[src/hdl/sha2s_pkg.sv]
package sha2s_pkg;

  typedef enum logic [2:0] {
    ST_IDLE,
    ST_PAD,
    ST_LOAD,
    ST_ROUND,
    ST_ADD,
    ST_EMIT
  } state_t;

  localparam logic [31:0] SEED [8] = '{
    32'hC1059ED8, 32'h367CD507, 32'h3070DD17, 32'hF70E5939,
    32'hFFC00B31, 32'h68581511, 32'h64F98FA7, 32'hBEFA4FA4
  };

  localparam logic [31:0] ROUND_K [64] = '{
    32'h428A2F98, 32'h71374491, 32'hB5C0FBCF, 32'hE9B5DBA5,
    32'h3956C25B, 32'h59F111F1, 32'h923F82A4, 32'hAB1C5ED5,
    32'hD807AA98, 32'h12835B01, 32'h243185BE, 32'h550C7DC3,
    32'h72BE5D74, 32'h80DEB1FE, 32'h9BDC06A7, 32'hC19BF174,
    32'hE49B69C1, 32'hEFBE4786, 32'h0FC19DC6, 32'h240CA1CC,
    32'h2DE92C6F, 32'h4A7484AA, 32'h5CB0A9DC, 32'h76F988DA,
    32'h983E5152, 32'hA831C66D, 32'hB00327C8, 32'hBF597FC7,
    32'hC6E00BF3, 32'hD5A79147, 32'h06CA6351, 32'h14292967,
    32'h27B70A85, 32'h2E1B2138, 32'h4D2C6DFC, 32'h53380D13,
    32'h650A7354, 32'h766A0ABB, 32'h81C2C92E, 32'h92722C85,
    32'hA2BFE8A1, 32'hA81A664B, 32'hC24B8B70, 32'hC76C51A3,
    32'hD192E819, 32'hD6990624, 32'hF40E3585, 32'h106AA070,
    32'h19A4C116, 32'h1E376C08, 32'h2748774C, 32'h34B0BCB5,
    32'h391C0CB3, 32'h4ED8AA4A, 32'h5B9CCA4F, 32'h682E6FF3,
    32'h748F82EE, 32'h78A5636F, 32'h84C87814, 32'h8CC70208,
    32'h90BEFFFA, 32'hA4506CEB, 32'hBEF9A3F7, 32'hC67178F2
  };

  localparam logic [7:0] PAD_BYTE = 8'h80;
  localparam logic [5:0] LEN_POS = 6'd56;

  typedef struct packed {
    logic       load;   // copy chain into working words
    logic       step;   // run one round
    logic [5:0] rnd;
  } round_ctl_t;

  function automatic logic [31:0] rotr(input logic [31:0] x, input int n);
    rotr = (x >> n) | (x << (32 - n));
  endfunction

endpackage

[src/hdl/sha2s_round.sv]
module sha2s_round
  import sha2s_pkg::*;
(
  input  logic        clk,
  input  round_ctl_t  ctl,
  input  logic [31:0] blk_word,
  input  logic [31:0] chain [8],
  output logic [31:0] work [8]
);

  logic [31:0] sched [16];
  logic [31:0] w, s0, s1, w2, w15, t1, t2;
  logic [3:0]  idx;

  assign idx = ctl.rnd[3:0];
  assign w2  = sched[idx - 4'd2];
  assign w15 = sched[idx - 4'd15];
  assign s0  = rotr(w15, 7) ^ rotr(w15, 18) ^ (w15 >> 3);
  assign s1  = rotr(w2, 17) ^ rotr(w2, 19) ^ (w2 >> 10);

  always_comb begin
    if (ctl.rnd < 6'd16) begin
      w = blk_word;
    end else begin
      w = s1 + sched[idx - 4'd7] + s0 + sched[idx];
    end
    t1 = work[7] + (rotr(work[4], 6) ^ rotr(work[4], 11) ^ rotr(work[4], 25))
       + (work[6] ^ (work[4] & (work[5] ^ work[6]))) + ROUND_K[ctl.rnd] + w;
    t2 = (rotr(work[0], 2) ^ rotr(work[0], 13) ^ rotr(work[0], 22))
       + ((work[0] & work[1]) | (work[2] & (work[0] | work[1])));
  end

  always_ff @(posedge clk) begin
    if (ctl.load) begin
      work <= chain;
    end else if (ctl.step) begin
      sched[idx] <= w;
      work[7] <= work[6];
      work[6] <= work[5];
      work[5] <= work[4];
      work[4] <= work[3] + t1;
      work[3] <= work[2];
      work[2] <= work[1];
      work[1] <= work[0];
      work[0] <= t1 + t2;
    end
  end

endmodule

[src/hdl/sha2_256_stream_hasher_core.sv]
// SHA-256 byte-stream hasher seeded with the SHA-224 initial values. One byte
// is taken per transfer; the transfer that fills a 64-byte block starts a
// compression (load, 64 rounds through one shared round unit, chain add)
// during which s_tready is low. A final transfer pads the block at one byte
// per cycle, may need a second compression, and then emits the eight digest
// words on the master side, word 0 first.
module sha2_256_stream_hasher_core
  import sha2s_pkg::*;
(
  input  logic        clk,
  input  logic        rst,
  input  logic        s_tvalid,
  output logic        s_tready,
  input  logic [7:0]  s_tdata,  // data_byte
  input  logic [1:0]  s_tuser,  // has_byte, end_of_message
  output logic        m_tvalid,
  input  logic        m_tready,
  output logic [31:0] m_tdata,  // digest_word
  output logic        m_tlast   // last_word
);

  state_t          state, state_next;
  logic [3:0][7:0] buffer [16];
  logic [63:0]     count;
  logic [5:0]      pos, rnd, fill_pos;
  logic            fin, final_blk, pad_done, blk_full;
  logic [2:0]      wsel;
  logic [31:0]     chain [8];
  logic [31:0]     work [8];
  logic [31:0]     blk_word;
  logic [63:0]     bits;
  logic            take, len_zone;
  logic            we_a, we_b;
  logic [5:0]      addr_a, addr_b;
  logic [7:0]      data_a, data_b;
  round_ctl_t      ctl;

  assign take = s_tvalid && s_tready;
  assign bits = count << 3;
  assign len_zone = final_blk && (pos >= LEN_POS);
  assign fill_pos = count[5:0] + 6'(s_tuser[0]);
  assign blk_full = s_tuser[0] && (count[5:0] == 6'h3F);
  // byte 4i sits in the top lane of word i
  assign blk_word = buffer[rnd[3:0]];

  always_comb begin
    state_next = state;
    unique case (state)
      ST_IDLE: begin
        if (take) begin
          if (blk_full || (s_tuser[1] && fill_pos == 6'h3F)) state_next = ST_LOAD;
          else if (s_tuser[1]) state_next = ST_PAD;
        end
      end
      ST_PAD:   if (pos == 6'h3F) state_next = ST_LOAD;
      ST_LOAD:  state_next = ST_ROUND;
      ST_ROUND: if (rnd == 6'h3F) state_next = ST_ADD;
      ST_ADD: begin
        if (!fin) state_next = ST_IDLE;
        else if (final_blk) state_next = ST_EMIT;
        else state_next = ST_PAD;
      end
      ST_EMIT:  if (m_tready && wsel == 3'd7) state_next = ST_IDLE;
      default:  state_next = ST_IDLE;
    endcase
  end

  always_comb begin
    s_tready = (state == ST_IDLE);
    m_tvalid = (state == ST_EMIT);
    m_tdata  = chain[wsel];
    m_tlast  = (wsel == 3'd7);
    ctl.load = (state == ST_LOAD);
    ctl.step = (state == ST_ROUND);
    ctl.rnd  = rnd;
  end

  // block buffer write ports: message or pad/length byte, plus the early pad byte
  always_comb begin
    we_a   = 1'b0;
    addr_a = pos;
    data_a = '0;
    we_b   = 1'b0;
    addr_b = fill_pos;
    data_b = PAD_BYTE;
    case (state)
      ST_IDLE: begin
        we_a   = take && s_tuser[0];
        addr_a = count[5:0];
        data_a = s_tdata;
        we_b   = take && s_tuser[1] && !blk_full;
      end
      ST_PAD: begin
        we_a   = 1'b1;
        data_a = len_zone ? bits[{~pos[2:0], 3'd0} +: 8] : 8'h00;
      end
      ST_ADD: begin
        we_a   = fin && !final_blk && !pad_done;
        addr_a = '0;
        data_a = PAD_BYTE;
      end
      default: ;
    endcase
  end

  always_ff @(posedge clk) begin
    for (int j = 0; j < 64; j++) begin
      if (we_a && addr_a == 6'(j)) begin
        buffer[j[5:2]][~j[1:0]] <= data_a;
      end else if (we_b && addr_b == 6'(j)) begin
        buffer[j[5:2]][~j[1:0]] <= data_b;
      end
    end
  end

  always_ff @(posedge clk) begin
    if (rst) begin
      state <= ST_IDLE;
      count <= '0;
      pos <= '0;
      rnd <= '0;
      fin <= 1'b0;
      final_blk <= 1'b0;
      pad_done <= 1'b0;
      wsel <= '0;
      chain <= SEED;
    end else begin
      state <= state_next;
      unique case (state)
        ST_IDLE: begin
          if (take) begin
            fin <= s_tuser[1];
            if (s_tuser[0]) begin
              count <= count + 64'd1;
            end
            if (s_tuser[1] && !blk_full) begin
              // place the pad byte now; the rest follows in ST_PAD
              pos <= fill_pos + 6'd1;
              final_blk <= fill_pos < LEN_POS;
              pad_done <= 1'b1;
            end else begin
              pos <= fill_pos;
              pad_done <= 1'b0;
            end
          end
        end
        ST_PAD:   pos <= pos + 6'd1;
        ST_LOAD:  rnd <= '0;
        ST_ROUND: rnd <= rnd + 6'd1;
        ST_ADD: begin
          for (int i = 0; i < 8; i++) chain[i] <= chain[i] + work[i];
          if (fin && !final_blk) begin
            // block filled by the last byte or overflowed the pad
            pos <= pad_done ? 6'd0 : 6'd1;
            pad_done <= 1'b1;
            final_blk <= 1'b1;
          end
          wsel <= '0;
        end
        ST_EMIT: begin
          if (m_tready) begin
            wsel <= wsel + 3'd1;
            if (wsel == 3'd7) begin
              chain <= SEED;
              count <= '0;
              fin <= 1'b0;
              final_blk <= 1'b0;
              pad_done <= 1'b0;
            end
          end
        end
        default: ;
      endcase
    end
  end

  sha2s_round u_round (
    .clk      (clk),
    .ctl      (ctl),
    .blk_word (blk_word),
    .chain    (chain),
    .work     (work)
  );

endmodule

[config.mk]
export PLATFORM = sky130hd
export DESIGN_NAME = sha2_256_stream_hasher_core
export DESIGN_NICKNAME = d
export VERILOG_FILES = /design/src/hdl/sha2s_pkg.sv /design/src/hdl/sha2s_round.sv /design/src/hdl/sha2_256_stream_hasher_core.sv
export SDC_FILE = /design/constraint.sdc
export NUM_CORES = 2
export LEC_CHECK = 0
export BUFFER_PORTS_ARGS = -buffer_cell sky130_fd_sc_hd__buf_2
export CORE_ASPECT_RATIO = 0.6
export CORE_MARGIN = 2
export CORE_UTILIZATION = 30
export DETAILED_ROUTE_END_ITERATION = 10
export HOLD_SLACK_MARGIN = 0.12
export MAX_ROUTING_LAYER = met4
export PLACE_DENSITY = 0.45
export SETUP_SLACK_MARGIN = 0.2
export SKIP_LAST_GASP = 1
export SYNTH_ARGS = -nofsm -noshare
export SYNTH_HDL_FRONTEND = slang
export SYNTH_SLANG_ARGS = --single-unit
[constraint.sdc]
create_clock -name clk -period 37.6 [get_ports clk]
set_input_delay 0 -clock clk [delete_from_list [all_inputs] [get_ports clk]]
set_output_delay 0 -clock clk [all_outputs]
set_load 0.05 [all_outputs]
==> reports/results.ini <==
[status]
status = finished, violations left
violations = DRC

[yosys]
avgSynthCellArea_um2 = 11.3
synth_compound_area_frac = 0.103
syn-num-nets = 9841
synth_fa_ha_area_frac = 0.0883
synth_warnings = 0
synth_edf_count = 1272
ys_seq_area_frac = 0.434
synthTopCellsByArea = edfxtp_1 (37%), mux4_2 (16%), dfxtp_1 (6.7%)
synthMuxAreaShare = 0.172
netlist_area_um2 = 104000
synthCells = 9224
async_flop_share = 0
synth_top_cell_area_share = 0.367
synthSimpleGateAreaFrac = 0.114
synth_top_area_cell = edfxtp_1
yosysUniqueCellTypes = 97
synth_top_family_by_area = multiplexers
synth_xor_area_frac = 0.0525
synth.most_common_cell = edfxtp_1
ys_top_cells_by_count = edfxtp_1 (1272), nand2_1 (1073), nor2_1 (1069)
ys_ff_latch = 1622
ys.flop_type = edfxtp_1

[sta]
fin_setup_tns_ps = 0
fin_skew_ps = 91.7
period_share = 0.389
period_needed_ps = 14630
slew_violations = 0
finalSetupViolCount = 0
tightest_slew_ps = 1410
hold_viol = 0
fmax_mhz = 68.4
grt_setup_unrepaired = false
max-slew-margin-rel = 0.0538

[final_layout]
drive_gt1_frac = 0.155
fillers = 34362
area_growth_pct = 11.4
seq_area_um2 = 45200
finalInstanceArea_um2 = 116000
multi_input_area_um2 = 55400
fin_nets = 9743

[cts]
clk_path_buf_depth = 4
cts_max_level = 4
cts_setup_buffers = 0
numCtsBuffers = 176
clock-root-buffer = clkbuf_16
clkTransAtPathRegs_ps = 70
cts_tree = done
cts_sinks = 1622
clk_latency_ps = 900

[flow_run]
maxCapViolations = 0

[route]
wirelength_um = 417000
route.detailed.drc = 4
drtAntennaViolNets = 0
vias = 79305
via_per_inst = 5.70
firstDrtPassIters = 9
wl_per_cell_um = 30.0
drt_first_iter_violations = 11654

[floorplan]
num_rows = 167
dieHeight_um = 460
core_um2 = 345000
start_util = 0.302
ios = 49
die_w_um = 764
die-area_um2 = 352000

[setup_path]
cp-end-kind = flop
cp_slowest_cell = ha_4
cp_data_required_time_ps = 38140
cp_max_fo = 41
crit_start = rnd[0]$_SDFFE_PP0N_
cpMostUsedCell = a21oi_1
reg2reg_from = rnd[0]$_SDFFE_PP0N_
cp.arrival_ps = 15170
startpoint_type = flop
max_stage_delay_ps = 920
setup.worst_path.class = reg2reg

[global_route]
grt_pass1_wl_um = 585000
antenna_found_initial = 17
grt_max_degree = 129
overflow = 0
grt_usage = 0.239
grt_pass1_vias = 74198

[place]
io_buffers = 48
place_congestion = 0.940
dp_hpwl_um = 298000
placed_cell_area_um2 = 110000

[worst_hold_path]
hp-class = in2reg
worstHoldStart = s_tuser[0]

final timing paths:
| path | to | slack [ps] | depth (start not counted) |
|---|---|---|---|
| max reg2reg | u_round.work[255]$_DFFE_PN_ | 22970 | 44 |
| min reg2reg | buffer[8][31]$_SDFFE_PP1P_ | 450 | 2 |
| min | count[1]$_SDFFE_PP0P_ | 250 | 5 |
| max | u_round.work[255]$_DFFE_PN_ | 22970 | 44 |
through the flow:
stage	util	hold WS [ps]	instances	worst slack, ps
final	0.336	253	13919	22970
after global placement	0.319	367	13571	23050
after global routing	0.336	223	13918	22230
after detailed placement	0.319	372	13572	23180
after floorplan	-	160	9224	24310
after CTS	0.336	149	13906	23040
registers in the layout, indices dropped and copies added, names as in the netlist, named ones only:
register       flops
chain            256
wsel               3
pad_done           1
rnd                6
state              3
final_blk          1
count             61
u_round.sched    512
u_round.work     256
buffer           512
pos                6
fin                1
metal layers:
metal | GRT usage | part of all wire | vias to the layer above
met4 | 0.0298 | 0.012 | 0
met3 | 0.0922 | 0.14 | 351
met2 | 0.278 | 0.36 | 4178
met1 | 0.381 | 0.49 | 40939
li1 | - | - | 33837
met5 | - | 0 | -
cell usage in the layout, fill, tap and decap left out, drive strengths merged, types with 20 or more instances in the layout:
| cell type | netlist | layout |
|---|---|---|
| bufinv | 0 | 20 |
| o21bai | 51 | 51 |
| clkbuf | 442 | 230 |
| edfxtp | 1272 | 1272 |
| mux2i | 70 | 70 |
| nand4 | 27 | 27 |
| a21oi | 491 | 491 |
| nor3 | 136 | 136 |
| mux4 | 741 | 741 |
| nor2 | 1069 | 1069 |
| xor2 | 250 | 250 |
| nand2 | 1076 | 1076 |
| a31oi | 56 | 56 |
| mux2 | 44 | 44 |
| and3 | 49 | 49 |
| nand3 | 155 | 155 |
| a22oi | 54 | 54 |
| and2 | 33 | 33 |
| o31ai | 23 | 23 |
| or3 | 32 | 32 |
| a211oi | 51 | 51 |
| clkinv | 7 | 55 |
| a21o | 179 | 179 |
| inv | 423 | 429 |
| or2 | 27 | 27 |
| o21ai | 467 | 467 |
| o22ai | 63 | 63 |
| o21a | 62 | 62 |
| fa | 196 | 196 |
| nand2b | 78 | 78 |
| nor2b | 45 | 45 |
| buf | 116 | 262 |
| ha | 407 | 407 |
| dfxtp | 350 | 350 |
| xnor2 | 373 | 373 |
| o211ai | 34 | 34 |
area by class of cell:
type	instances	area share
Antenna cell	10	0.000216
Timing Repair Buffer	282	0.0182
Clock buffer	229	0.0414
Clock inverter	85	0.00833
Tap cell	4647	0.0501
Multi-Input combinational cell	6614	0.478
Sequential cell	1622	0.390
Inverter	430	0.0140
cell families after synthesis:
logic type / after synthesis
multiplexers: 855
adder cells (fa/ha/maj): 621
flip-flops: 1622
AND/OR/NAND/NOR: 2793
buffers and inverters: 988
AO/OA/AOI/OAI: 1722
XOR/XNOR: 623
timing repair:
| item | 4_1_cts | 5_1_grt |
|---|---|---|
| hold endpoints to repair | 593 | 0 |
| setup endpoints to repair | 0 | 0 |
| gates resized for setup | 0 | 0 |
| hold buffers | 20 | 0 |
critical path: cells and delay by family, from the launching register on:
kind / cells / cell delay (ps)
fa+ha+maj: 9 / 4440
mux: 1 / 660
xor+xnor: 5 / 1250
compound gates: 16 / 4420
simple gates: 7 / 1170
flops: 1 / 690
buf+inv: 6 / 1570
Power is not shown: default switching activity piles up to over one toggle a cycle in this logic, so the estimate is an artifact.
